===== config.mk =====
export PLATFORM = sky130hd
export DESIGN_NAME = priority_ready_list_scheduler_flat
export DESIGN_NICKNAME = d
export VERILOG_FILES = /design/src/design/prls_pkg.sv /design/src/design/prls_if.sv /design/src/design/prls_ctrl.sv /design/src/design/prls_datapath.sv /design/src/design/priority_ready_list_scheduler.sv /design/src/flat_wrapper.sv
export SDC_FILE = /design/constraint.sdc
export NUM_CORES = 1
export LEC_CHECK = 0
export BUFFER_PORTS_ARGS = -buffer_cell sky130_fd_sc_hd__buf_2
export CAP_MARGIN = 20
export CORE_ASPECT_RATIO = 1.5
export CORE_MARGIN = 2
export CORE_UTILIZATION = 35
export CTS_BUF_LIST = sky130_fd_sc_hd__clkbuf_16
export DETAILED_ROUTE_END_ITERATION = 6
export MAX_ROUTING_LAYER = met4
export SLEW_MARGIN = 25
export SYNTH_ARGS = -nofsm -noshare
export SYNTH_HDL_FRONTEND = slang
export SYNTH_SLANG_ARGS = --single-unit

===== constraint.sdc =====
create_clock -name clock -period 5.8 [get_ports clock]
set_input_delay 1.16 -clock clock [delete_from_list [all_inputs] [get_ports clock]]
set_output_delay 1.16 -clock clock [all_outputs]
set_load 0.005 [all_outputs]

===== src/design/prls_pkg.sv =====
// Shared types and constants of the priority ready list scheduler.
// Holds field widths, action codes, controller states and the command and
// status structs that join controller and datapath. No dependencies.
package prls_pkg;

   // Field widths of the request and response items
   localparam int ACTION_W = 2;
   localparam int TASK_W   = 5;
   localparam int PRIO_W   = 4;

   // Default sizing of the ready list
   localparam int NUM_TASKS_DEF   = 32;
   localparam int PRIO_LEVELS_DEF = 16;

   // Register port
   localparam int CSR_ADDR_W    = 3;
   localparam int CSR_DATA_W    = 32;
   localparam int CSR_INDEX_BIT = 2;
   localparam logic REG_IDLE_TASK = 1'b0;

   typedef enum logic [ACTION_W-1:0] {
      ACT_INSERT   = 2'd0,
      ACT_REMOVE   = 2'd1,
      ACT_SCHEDULE = 2'd2
   } action_type;

   typedef enum logic [3:0] {
      ST_INIT,
      ST_IDLE,
      ST_INS_ANCHOR,
      ST_INS_LINK,
      ST_INS_CLOSE,
      ST_REM_LEVEL,
      ST_REM_LINK,
      ST_RESP
   } state_type;

   // Which set of table reads the datapath issues this cycle
   typedef enum logic [1:0] {
      RD_NONE,
      RD_REQ,
      RD_INS_ANCHOR,
      RD_REM_LEVEL
   } rd_cmd_type;

   // Which set of table writes the datapath performs this cycle
   typedef enum logic [2:0] {
      WR_NONE,
      WR_INIT,
      WR_INS_LINK,
      WR_INS_CLOSE,
      WR_REM_LINK
   } wr_cmd_type;

   typedef struct packed {
      logic       capture;
      rd_cmd_type rd;
      wr_cmd_type wr;
      logic       out_load;
   } prls_cmd_type;

   typedef struct packed {
      logic ins_ok;
      logic rem_ok;
      logic out_busy;
   } prls_status_type;

endpackage


===== src/design/prls_if.sv =====
// Valid/ready channel interfaces for requests and responses.
// Depends on prls_pkg for the field widths.
interface prls_req_if import prls_pkg::*; ();
   logic                valid;
   logic                ready;
   logic [ACTION_W-1:0] action;
   logic [TASK_W-1:0]   task_id;
   logic [PRIO_W-1:0]   priority_req;
   logic                critical;
   logic [TASK_W-1:0]   current_task;
   logic                current_valid;

   modport source (
      output valid, action, task_id, priority_req, critical, current_task, current_valid,
      input  ready
   );
   modport sink (
      input  valid, action, task_id, priority_req, critical, current_task, current_valid,
      output ready
   );
endinterface

interface prls_rsp_if import prls_pkg::*; ();
   logic              valid;
   logic              ready;
   logic [TASK_W-1:0] next_task;
   logic              dispatch_needed;
   logic              skipped;

   modport source (
      output valid, next_task, dispatch_needed, skipped,
      input  ready
   );
   modport sink (
      input  valid, next_task, dispatch_needed, skipped,
      output ready
   );
endinterface


===== src/design/prls_ctrl.sv =====
// Sequencer of the ready list: walks each request through its table reads
// and writes. Depends on prls_pkg for states, command and status structs.
module prls_ctrl import prls_pkg::*; (
   input  logic            clock,
   input  logic            reset,
   input  logic            req_valid,
   output logic            req_ready,
   input  prls_status_type status,
   output prls_cmd_type    cmd
);

   state_type state_ff, state_in;

   always_ff @(posedge clock) begin
      if (reset) begin
         state_ff <= ST_INIT;
      end else begin
         state_ff <= state_in;
      end
   end

   always_comb begin
      state_in     = state_ff;
      req_ready    = 1'b0;
      cmd.capture  = 1'b0;
      cmd.rd       = RD_NONE;
      cmd.wr       = WR_NONE;
      cmd.out_load = 1'b0;
      case (state_ff)
         ST_INIT: begin
            // seed the idle entries of the tables
            cmd.wr   = WR_INIT;
            state_in = ST_IDLE;
         end
         ST_IDLE: begin
            req_ready = 1'b1;
            cmd.rd    = RD_REQ;
            if (req_valid) begin
               cmd.capture = 1'b1;
               if (status.ins_ok) begin
                  state_in = ST_INS_ANCHOR;
               end else if (status.rem_ok) begin
                  state_in = ST_REM_LEVEL;
               end else begin
                  state_in = ST_RESP;
               end
            end
         end
         ST_INS_ANCHOR: begin
            cmd.rd   = RD_INS_ANCHOR;
            state_in = ST_INS_LINK;
         end
         ST_INS_LINK: begin
            cmd.wr   = WR_INS_LINK;
            state_in = ST_INS_CLOSE;
         end
         ST_INS_CLOSE: begin
            cmd.wr   = WR_INS_CLOSE;
            state_in = ST_RESP;
         end
         ST_REM_LEVEL: begin
            cmd.rd   = RD_REM_LEVEL;
            state_in = ST_REM_LINK;
         end
         ST_REM_LINK: begin
            cmd.wr   = WR_REM_LINK;
            state_in = ST_RESP;
         end
         ST_RESP: begin
            // hold until the output register is free
            if (!status.out_busy) begin
               cmd.out_load = 1'b1;
               state_in     = ST_IDLE;
            end
         end
         default: begin
            state_in = ST_IDLE;
         end
      endcase
   end

endmodule


===== src/design/prls_datapath.sv =====
// Link tables, level records, occupancy bitmap, idle register and output
// register of the ready list. Depends on prls_pkg; driven by prls_ctrl.
module prls_datapath import prls_pkg::*; #(
   parameter int NUM_TASKS   = NUM_TASKS_DEF,
   parameter int PRIO_LEVELS = PRIO_LEVELS_DEF
) (
   input  logic                  clock,
   input  logic                  reset,
   input  prls_cmd_type          cmd,
   output prls_status_type       status,
   input  logic [ACTION_W-1:0]   req_action,
   input  logic [TASK_W-1:0]     req_task_id,
   input  logic [PRIO_W-1:0]     req_priority_req,
   input  logic                  req_critical,
   input  logic [TASK_W-1:0]     req_current_task,
   input  logic                  req_current_valid,
   output logic                  rsp_valid,
   input  logic                  rsp_ready,
   output logic [TASK_W-1:0]     rsp_next_task,
   output logic                  rsp_dispatch_needed,
   output logic                  rsp_skipped,
   input  logic                  psel,
   input  logic                  penable,
   input  logic                  pwrite,
   input  logic [CSR_ADDR_W-1:0] paddr,
   input  logic [CSR_DATA_W-1:0] pwdata,
   output logic [CSR_DATA_W-1:0] prdata
);

   localparam int TW         = (NUM_TASKS > 1) ? $clog2(NUM_TASKS) : 1;
   localparam int LW         = (PRIO_LEVELS > 1) ? $clog2(PRIO_LEVELS) : 1;
   localparam int IDLE_LEVEL = PRIO_LEVELS - 1;
   localparam int CMPW       = (TW > TASK_W) ? TW : TASK_W;
   localparam logic [LW-1:0] IDLE_LVL = LW'(IDLE_LEVEL);

   // Tables
   logic [TW-1:0] next_link_ff   [NUM_TASKS];
   logic [TW-1:0] prev_link_ff   [NUM_TASKS];
   logic [LW-1:0] task_level_ff  [NUM_TASKS];
   logic [TW-1:0] level_first_ff [PRIO_LEVELS];
   logic [TW-1:0] level_last_ff  [PRIO_LEVELS];

   // Registered read data
   logic [TW-1:0] nl_rd_ff, pl_rd_ff, lf_rd_ff, ll_rd_ff;
   logic [LW-1:0] tl_rd_ff;

   // Read and write ports
   logic          nl_re, pl_re, tl_re, lf_re, ll_re;
   logic [TW-1:0] nl_ra, pl_ra, tl_ra;
   logic [LW-1:0] lf_ra, ll_ra;
   logic          nl_we, pl_we, tl_we, lf_we, ll_we;
   logic [TW-1:0] nl_wa, pl_wa, tl_wa, nl_wd, pl_wd, lf_wd, ll_wd;
   logic [LW-1:0] lf_wa, ll_wa, tl_wd;

   // Flags and register
   logic [PRIO_LEVELS-1:0] occ_ff, occ_in;
   logic [NUM_TASKS-1:0]   in_list_ff, in_list_in;
   logic [TW-1:0]          idle_ff;

   // Captured item
   logic [TW-1:0]     tid_ff;
   logic [LW-1:0]     lvl_ff;
   logic              empty_ff, sched_ff, crit_ff, curv_ff;
   logic [TASK_W-1:0] cur_ff;

   // Output register
   logic              rsp_valid_ff;
   logic [TASK_W-1:0] next_task_ff;
   logic              dispatch_ff, skipped_ff;

   // Request decode
   logic                   csr_wr, init_go;
   logic [TASK_W-1:0]      csr_val;
   logic [TW-1:0]          init_task, tid_req;
   logic [LW-1:0]          lvl_req, anchor_lvl;
   logic                   tid_ok, prio_ok;
   logic [PRIO_LEVELS-1:0] cand, cand_first;
   logic                   rem_head, rem_empties;

   assign csr_val   = pwdata[TASK_W-1:0];
   assign csr_wr    = psel & penable & pwrite & (paddr[CSR_INDEX_BIT] == REG_IDLE_TASK) &
                      (int'(csr_val) < NUM_TASKS);
   assign init_go   = csr_wr || (cmd.wr == WR_INIT);
   assign init_task = csr_wr ? TW'(csr_val) : idle_ff;
   assign prdata    = CSR_DATA_W'(idle_ff);

   assign tid_req = TW'(req_task_id);
   assign lvl_req = LW'(req_priority_req);
   assign tid_ok  = int'(req_task_id) < NUM_TASKS;
   assign prio_ok = int'(req_priority_req) < IDLE_LEVEL;

   assign status.ins_ok = (req_action == ACT_INSERT) && tid_ok && prio_ok &&
                          !in_list_ff[tid_req] && (tid_req != idle_ff);
   assign status.rem_ok = (req_action == ACT_REMOVE) && tid_ok &&
                          in_list_ff[tid_req] && (tid_req != idle_ff);
   assign status.out_busy = rsp_valid_ff && !rsp_ready;

   // Occupied levels strictly between the request level and the idle level
   always_comb begin
      for (int q = 0; q < PRIO_LEVELS; q++) begin
         cand[q] = occ_ff[q] && (q > int'(lvl_req)) && (q < IDLE_LEVEL);
      end
   end

   // Lowest of them, or the idle level when there is none
   assign cand_first = cand & (~cand + PRIO_LEVELS'(1));

   always_comb begin
      logic [LW-1:0] enc;
      enc = '0;
      for (int q = 0; q < PRIO_LEVELS; q++) begin
         enc = enc | (cand_first[q] ? LW'(q) : LW'(0));
      end
      if (occ_ff[lvl_req]) begin
         anchor_lvl = lvl_req;
      end else if (|cand) begin
         anchor_lvl = enc;
      end else begin
         anchor_lvl = IDLE_LVL;
      end
   end

   // Read addresses
   always_comb begin
      nl_re = 1'b0;
      pl_re = 1'b0;
      tl_re = 1'b0;
      lf_re = 1'b0;
      ll_re = 1'b0;
      nl_ra = tid_req;
      pl_ra = tid_req;
      tl_ra = tid_req;
      lf_ra = anchor_lvl;
      ll_ra = anchor_lvl;
      case (cmd.rd)
         RD_REQ: begin
            nl_re = 1'b1;
            pl_re = 1'b1;
            tl_re = 1'b1;
            lf_re = 1'b1;
            ll_re = 1'b1;
            if (req_action == ACT_SCHEDULE) begin
               nl_ra = idle_ff;
            end
         end
         RD_INS_ANCHOR: begin
            // successor of the anchor task
            nl_re = 1'b1;
            nl_ra = ll_rd_ff;
         end
         RD_REM_LEVEL: begin
            lf_re = 1'b1;
            ll_re = 1'b1;
            tl_re = 1'b1;
            lf_ra = tl_rd_ff;
            ll_ra = tl_rd_ff;
            tl_ra = nl_rd_ff;
         end
         default: begin
         end
      endcase
   end

   assign rem_head    = (lf_rd_ff == tid_ff);
   assign rem_empties = rem_head && (tl_rd_ff != lvl_ff);

   // Writes
   always_comb begin
      nl_we = 1'b0;
      pl_we = 1'b0;
      tl_we = 1'b0;
      lf_we = 1'b0;
      ll_we = 1'b0;
      nl_wa = tid_ff;
      pl_wa = tid_ff;
      tl_wa = tid_ff;
      lf_wa = lvl_ff;
      ll_wa = lvl_ff;
      nl_wd = tid_ff;
      pl_wd = tid_ff;
      tl_wd = lvl_ff;
      lf_wd = tid_ff;
      ll_wd = tid_ff;
      occ_in     = occ_ff;
      in_list_in = in_list_ff;
      if (init_go) begin
         nl_we = 1'b1;
         pl_we = 1'b1;
         tl_we = 1'b1;
         lf_we = 1'b1;
         ll_we = 1'b1;
         nl_wa = init_task;
         nl_wd = init_task;
         pl_wa = init_task;
         pl_wd = init_task;
         tl_wa = init_task;
         tl_wd = IDLE_LVL;
         lf_wa = IDLE_LVL;
         lf_wd = init_task;
         ll_wa = IDLE_LVL;
         ll_wd = init_task;
         occ_in = '0;
         occ_in[IDLE_LEVEL] = 1'b1;
         in_list_in = '0;
         in_list_in[init_task] = 1'b1;
      end else begin
         case (cmd.wr)
            WR_INS_LINK: begin
               nl_we = 1'b1;
               nl_wd = nl_rd_ff;
               pl_we = 1'b1;
               pl_wa = nl_rd_ff;
               ll_we = 1'b1;
               tl_we = 1'b1;
               lf_we = empty_ff;
               occ_in[lvl_ff]     = 1'b1;
               in_list_in[tid_ff] = 1'b1;
            end
            WR_INS_CLOSE: begin
               // anchor still sits in the level-last read data
               nl_we = 1'b1;
               nl_wa = ll_rd_ff;
               pl_we = 1'b1;
               pl_wd = ll_rd_ff;
            end
            WR_REM_LINK: begin
               pl_we = 1'b1;
               pl_wa = nl_rd_ff;
               pl_wd = pl_rd_ff;
               nl_we = 1'b1;
               nl_wa = pl_rd_ff;
               nl_wd = nl_rd_ff;
               in_list_in[tid_ff] = 1'b0;
               if (rem_head) begin
                  if (rem_empties) begin
                     occ_in[lvl_ff] = 1'b0;
                  end else begin
                     lf_we = 1'b1;
                     lf_wd = nl_rd_ff;
                  end
               end else if (ll_rd_ff == tid_ff) begin
                  ll_we = 1'b1;
                  ll_wd = pl_rd_ff;
               end
            end
            default: begin
            end
         endcase
      end
   end

   always_ff @(posedge clock) begin
      if (nl_we) begin
         next_link_ff[nl_wa] <= nl_wd;
      end
      if (nl_re) begin
         nl_rd_ff <= next_link_ff[nl_ra];
      end
   end

   always_ff @(posedge clock) begin
      if (pl_we) begin
         prev_link_ff[pl_wa] <= pl_wd;
      end
      if (pl_re) begin
         pl_rd_ff <= prev_link_ff[pl_ra];
      end
   end

   always_ff @(posedge clock) begin
      if (tl_we) begin
         task_level_ff[tl_wa] <= tl_wd;
      end
      if (tl_re) begin
         tl_rd_ff <= task_level_ff[tl_ra];
      end
   end

   always_ff @(posedge clock) begin
      if (lf_we) begin
         level_first_ff[lf_wa] <= lf_wd;
      end
      if (lf_re) begin
         lf_rd_ff <= level_first_ff[lf_ra];
      end
   end

   always_ff @(posedge clock) begin
      if (ll_we) begin
         level_last_ff[ll_wa] <= ll_wd;
      end
      if (ll_re) begin
         ll_rd_ff <= level_last_ff[ll_ra];
      end
   end

   always_ff @(posedge clock) begin
      if (reset) begin
         idle_ff    <= '0;
         occ_ff     <= PRIO_LEVELS'(1) << IDLE_LEVEL;
         in_list_ff <= NUM_TASKS'(1);
      end else begin
         if (csr_wr) begin
            idle_ff <= TW'(csr_val);
         end
         occ_ff     <= occ_in;
         in_list_ff <= in_list_in;
      end
   end

   // Item capture; the level is replaced by the task's own level on remove
   always_ff @(posedge clock) begin
      if (cmd.capture) begin
         tid_ff   <= tid_req;
         empty_ff <= !occ_ff[lvl_req];
         sched_ff <= (req_action == ACT_SCHEDULE);
         crit_ff  <= req_critical;
         cur_ff   <= req_current_task;
         curv_ff  <= req_current_valid;
      end
      if (cmd.capture) begin
         lvl_ff <= lvl_req;
      end else if (cmd.rd == RD_REM_LEVEL) begin
         lvl_ff <= tl_rd_ff;
      end
   end

   // Output register
   always_ff @(posedge clock) begin
      if (reset) begin
         rsp_valid_ff <= 1'b0;
      end else if (cmd.out_load) begin
         rsp_valid_ff <= 1'b1;
      end else if (rsp_ready) begin
         rsp_valid_ff <= 1'b0;
      end
   end

   always_ff @(posedge clock) begin
      if (cmd.out_load) begin
         next_task_ff <= '0;
         dispatch_ff  <= 1'b0;
         skipped_ff   <= 1'b0;
         if (sched_ff) begin
            if (crit_ff) begin
               skipped_ff <= 1'b1;
            end else begin
               next_task_ff <= TASK_W'(nl_rd_ff);
               dispatch_ff  <= !curv_ff || (CMPW'(nl_rd_ff) != CMPW'(cur_ff));
            end
         end
      end
   end

   assign rsp_valid           = rsp_valid_ff;
   assign rsp_next_task       = next_task_ff;
   assign rsp_dispatch_needed = dispatch_ff;
   assign rsp_skipped         = skipped_ff;

endmodule


===== src/design/priority_ready_list_scheduler.sv =====
// Hardware ready list for a small real-time kernel. Every ready task sits on
// one circular doubly linked list anchored at the idle task, grouped by
// priority level with the idle level on top; insert appends a task at the
// tail of its level, remove unlinks it, and schedule returns the idle task's
// successor with a dispatch flag. One request is in work at a time. After
// the accept an insert steps through the anchor read, link and close states,
// a remove through the level read and link states, and a schedule or an
// ignored request goes straight to the response state, where the response
// register loads; a response still waiting at the output holds the next item
// in its response state until that transfer. The steps follow from the link
// tables, each a memory with one write port and a registered read port, so
// that a link update is a chain of dependent reads and writes. After reset
// the block seeds the idle entries in its init state before taking requests.
// Writing idle_task (byte address 0) rebuilds the list around the new idle
// task at once; the block must be idle when it is written.
// Depends on prls_pkg, prls_if, prls_ctrl and prls_datapath.
module priority_ready_list_scheduler import prls_pkg::*; #(
   parameter int NUM_TASKS   = NUM_TASKS_DEF,
   parameter int PRIO_LEVELS = PRIO_LEVELS_DEF
) (
   input  logic                  clock,
   input  logic                  reset,
   prls_req_if.sink              req_ch,
   prls_rsp_if.source            rsp_ch,
   input  logic                  psel,
   input  logic                  penable,
   input  logic                  pwrite,
   input  logic [CSR_ADDR_W-1:0] paddr,
   input  logic [CSR_DATA_W-1:0] pwdata,
   output logic [CSR_DATA_W-1:0] prdata,
   output logic                  pready
);

   prls_cmd_type    cmd;
   prls_status_type status;
   logic            ctl_ready;

   assign pready       = 1'b1;
   assign req_ch.ready = ctl_ready;

   prls_ctrl u_ctrl (
      .clock     (clock),
      .reset     (reset),
      .req_valid (req_ch.valid),
      .req_ready (ctl_ready),
      .status    (status),
      .cmd       (cmd)
   );

   prls_datapath #(
      .NUM_TASKS   (NUM_TASKS),
      .PRIO_LEVELS (PRIO_LEVELS)
   ) u_datapath (
      .clock               (clock),
      .reset               (reset),
      .cmd                 (cmd),
      .status              (status),
      .req_action          (req_ch.action),
      .req_task_id         (req_ch.task_id),
      .req_priority_req    (req_ch.priority_req),
      .req_critical        (req_ch.critical),
      .req_current_task    (req_ch.current_task),
      .req_current_valid   (req_ch.current_valid),
      .rsp_valid           (rsp_ch.valid),
      .rsp_ready           (rsp_ch.ready),
      .rsp_next_task       (rsp_ch.next_task),
      .rsp_dispatch_needed (rsp_ch.dispatch_needed),
      .rsp_skipped         (rsp_ch.skipped),
      .psel                (psel),
      .penable             (penable),
      .pwrite              (pwrite),
      .paddr               (paddr),
      .pwdata              (pwdata),
      .prdata              (prdata)
   );

endmodule


===== src/flat_wrapper.sv =====
// flat-port wrapper written by rule: the top's interface ports become plain ports
module priority_ready_list_scheduler_flat import prls_pkg::*;
#(
   parameter int NUM_TASKS   = NUM_TASKS_DEF,
   parameter int PRIO_LEVELS = PRIO_LEVELS_DEF
)
  (clock, reset, psel, penable, pwrite, paddr, pwdata, prdata, pready, req_ch_valid, req_ch_action, req_ch_task_id, req_ch_priority_req, req_ch_critical, req_ch_current_task, req_ch_current_valid, req_ch_ready, rsp_ch_valid, rsp_ch_next_task, rsp_ch_dispatch_needed, rsp_ch_skipped, rsp_ch_ready);
  prls_req_if req_ch_i ();
  prls_rsp_if rsp_ch_i ();
  input  logic clock;
  input  logic reset;
  input  logic psel;
  input  logic penable;
  input  logic pwrite;
  input  logic [CSR_ADDR_W-1:0] paddr;
  input  logic [CSR_DATA_W-1:0] pwdata;
  output logic [CSR_DATA_W-1:0] prdata;
  output logic pready;
  input wire logic [$bits(req_ch_i.valid)-1:0] req_ch_valid;
  input wire logic [$bits(req_ch_i.action)-1:0] req_ch_action;
  input wire logic [$bits(req_ch_i.task_id)-1:0] req_ch_task_id;
  input wire logic [$bits(req_ch_i.priority_req)-1:0] req_ch_priority_req;
  input wire logic [$bits(req_ch_i.critical)-1:0] req_ch_critical;
  input wire logic [$bits(req_ch_i.current_task)-1:0] req_ch_current_task;
  input wire logic [$bits(req_ch_i.current_valid)-1:0] req_ch_current_valid;
  output wire logic [$bits(req_ch_i.ready)-1:0] req_ch_ready;
  output wire logic [$bits(rsp_ch_i.valid)-1:0] rsp_ch_valid;
  output wire logic [$bits(rsp_ch_i.next_task)-1:0] rsp_ch_next_task;
  output wire logic [$bits(rsp_ch_i.dispatch_needed)-1:0] rsp_ch_dispatch_needed;
  output wire logic [$bits(rsp_ch_i.skipped)-1:0] rsp_ch_skipped;
  input wire logic [$bits(rsp_ch_i.ready)-1:0] rsp_ch_ready;
  assign req_ch_i.valid = req_ch_valid;
  assign req_ch_i.action = req_ch_action;
  assign req_ch_i.task_id = req_ch_task_id;
  assign req_ch_i.priority_req = req_ch_priority_req;
  assign req_ch_i.critical = req_ch_critical;
  assign req_ch_i.current_task = req_ch_current_task;
  assign req_ch_i.current_valid = req_ch_current_valid;
  assign req_ch_ready = req_ch_i.ready;
  assign rsp_ch_valid = rsp_ch_i.valid;
  assign rsp_ch_next_task = rsp_ch_i.next_task;
  assign rsp_ch_dispatch_needed = rsp_ch_i.dispatch_needed;
  assign rsp_ch_skipped = rsp_ch_i.skipped;
  assign rsp_ch_i.ready = rsp_ch_ready;
  priority_ready_list_scheduler #(.NUM_TASKS(NUM_TASKS), .PRIO_LEVELS(PRIO_LEVELS)) u_core (.clock(clock), .reset(reset), .req_ch(req_ch_i), .rsp_ch(rsp_ch_i), .psel(psel), .penable(penable), .pwrite(pwrite), .paddr(paddr), .pwdata(pwdata), .prdata(prdata), .pready(pready));
endmodule

==> metrics <==
unrepaired setup endpoints after global routing=no; Skew-Pair Late Insertion Delay=650 ps; area grow syn2layout=12.0%; routed vias/inst=around 5.3; outcome=finished clean; DRC viols=0; # clock sinks=about 700; Vias=16700; DRT iter0 DRCs=1398; Site Rows=around 130; First-pass DRT Iterations=6; Worst Path Max Fanout=16; sw frac=25.9%; global route overflow=0; post-synthesis average cell area=15.9 µm²; gp weighted congestion=about 0.86; sequential area share after synthesis=between 60% and 70%; Post-DP HPWL=51300 µm; Comb power frac=between 10% and 20%; Core Util, Final=roughly two fifths; largest net degree at the start of global routing=47; IO Pins=102; first-pass GRT wire length=110000 µm; cell taking the most area after synthesis=edfxtp_1; H-tree depth=2; Tcrit/Tclk final=between 80% and 90%; final setup fails=0; internal cell power=a little under 9000 µW; antenna viol nets, final=0; Design Power=11800 µW; core area=86000 µm²; CTS root buf=clkbuf_16; drt wl/cell=23.4 µm; chip width=around 240 µm; WL met3=about 3300 µm; dominant synthesized flop cell=edfxtp_1; EDFF count, synth=657; setup tns final=0 ps; Async SR Flop Fraction=0%; clock share of power=between 30% and 40%; wl on met1=27300 µm; global-route usage over all layers=16.9%; total routed wirelength=between 70000 and 80000 µm; vias in the first global route=17500; Final Max Slew Viols=0; crit path DAT=between 5000 and 6000 ps; clk_skew=43.9 ps; Fin Hold WS=~500 ps; Hold Vio Cnt, Final=0; initial antenna violation count=6; max frequency=~200 MHz; Starting Density=between 30% and 40%; Final nets=a little over 2000; die area=between 80000 and 90000 µm²; Met2 Wirelength=approximately 40000 µm; post-place setup slack=about 630 ps; # resized after CTS=0; Setup crit start kind=flip-flop; Psw=~3000 µW; Netlist cell types=between 70 and 80; CTS Hold Bufs=0; TritonCTS buffer count=between 50 and 60; Crit path required time=6200 ps; Vert. Die Dim=approximately 360 µm; Pwr Density=around 350 nW/µm²; largest cells by area after synthesis=edfxtp_1 (65%), mux4_2 (10%), dfxtp_1 (3.8%); Max Used Layer=met4; worst setup margin=between 700 and 800 ps; fin crit period=~5000 ps; synth warn=0; Worst setup EP type=flip-flop; Yosys reg bits=approximately 700; Worst Hold Class=flip-flop to flip-flop; Syn Std Cell Area=between 30000 and 40000 µm²; Max clock buf depth=3; Clk pin slew, worst setup/hold paths=about 70 ps; Setup Buffers After CTS=0; static leakage=between 0.01 and 0.015 µW; Seq pwr share=a little over half; worst vdd ir=about 0.28 mV; slew margin rel.=between 20% and 30%; CTS tree=yes; post-synth top area share=65.1%; Port Buffers=44; CP Class=flip-flop to flip-flop; Worst Tran Pin Value=between 1000 and 1500 ps; Post-Syn Instances=1901; MaxCap Viol Count=0; layout cells sized above 1=between 20% and 30%
worst max-delay path, stage by stage (launching register included):
cell	delay (ps)
dfxtp_1	740
nor2b_1	360
nor2b_1	230
a21oi_1	80
ha_1	400
inv_1	220
o21ai_0	390
a21oi_4	720
buf_4	400
mux4_2	550
mux2i_1	350
a21oi_1	120
mux2_2	270
per-layer routing:
metal,vias up,GRT usage [%]
li1,7478,-
met1,8559,18.6
met2,518,30.7
met3,159,1.99
met4,0,7.23
met5,-,-
cell type report:
type / count / area (µm²)
Timing Repair Buffer: 94 / 623
Clock inverter: 52 / 489
Sequential cell: 714 / 20900
Tap cell: 1139 / 1430
Multi-Input combinational cell: 1026 / 8830
Inverter: 54 / 203
Fill cell: 7745 / 52100
Antenna cell: 3 / 7.51
Clock buffer: 59 / 1480
power groups by stage:
stage,logic [µW],clock network [µW],registers (µW)
global placement,1560,0,6300
floorplan,1020,0,6220
detailed placement,1600,0,6300
finish,1580,4050,6190
CTS,1600,4140,6190
global route,1710,4320,6200
Yosys cell counts, drive strengths merged (43+ instances only):
cell type,n
a21oi,101
mux2,50
nor2,170
edfxtp,657
mux2i,81
nand3,43
buf,58
dfxtp,57
nand2,87
mux4,137
clkbuf,75
inv,54
sequential cells by signal, summed over array words and instances (netlist names), 80 cells and up, named ones only:
name,cells
u_core.u_datapath.task_level_ff,128
u_core.u_datapath.prev_link_ff,160
u_core.u_datapath.level_first_ff,80
u_core.u_datapath.next_link_ff,160
u_core.u_datapath.level_last_ff,80
cells by family (layout without fill, tap and decap cells):
| group | Yosys count | in the layout | synth area share, % |
|---|---|---|---|
| adder cells (fa/ha/maj) | 3 | 3 | 0.124 |
| AO/OA/AOI/OAI | 283 | 283 | 6.31 |
| other | 2 | 31 | 0.0248 |
| XOR/XNOR | 24 | 24 | 0.694 |
| buffers and inverters | 187 | 259 | 2.71 |
| AND/OR/NAND/NOR | 420 | 420 | 6.50 |
| multiplexers | 268 | 268 | 14.8 |
| flip-flops | 714 | 714 | 68.9 |
worst paths after layout:
path                             startpoint                             to  slack [ps]  depth (start not counted)
setup / recovery  u_core.u_ctrl.state_ff[1]  u_core.u_datapath.nl_rd_ff[1]         710                         12
hold / removal                    flip-flop                      flip-flop         500                          2
setup reg to reg  u_core.u_ctrl.state_ff[1]  u_core.u_datapath.nl_rd_ff[1]         710                         12
hold reg to reg                   flip-flop                      flip-flop         500                          2
placed cells by master (no fill, tap or decap), types with 11 or more instances in the layout:
cell type	synthesis	routed
buf_4	28	49
buf_2	12	43
mux2i_1	80	77
edfxtp_1	657	657
o31ai_1	13	12
nand3_1	43	43
o211ai_1	38	38
o21ai_0	18	18
a21oi_1	101	91
mux2_2	50	50
inv_1	53	65
clkbuf_16	0	59
mux4_2	137	137
dfxtp_1	57	57
nor2_1	170	170
a211oi_1	13	13
nand2b_1	17	14
o22ai_1	11	11
or3_1	15	15
and2_1	13	13
nand2_1	87	87
xor2_1	13	13
conb_1	2	28
xnor2_1	11	11
nor2b_1	38	37
through the flow:
step           instance area (µm²)  std cells
6_report                     33900       3141
5_1_grt                      33900       3140
4_1_cts                      33900       3138
3_5_place_dp                 31900       3027
3_3_place_gp                 31900       3027
2_1_floorplan                30400       1927
Power figures use the tool's default switching activity.
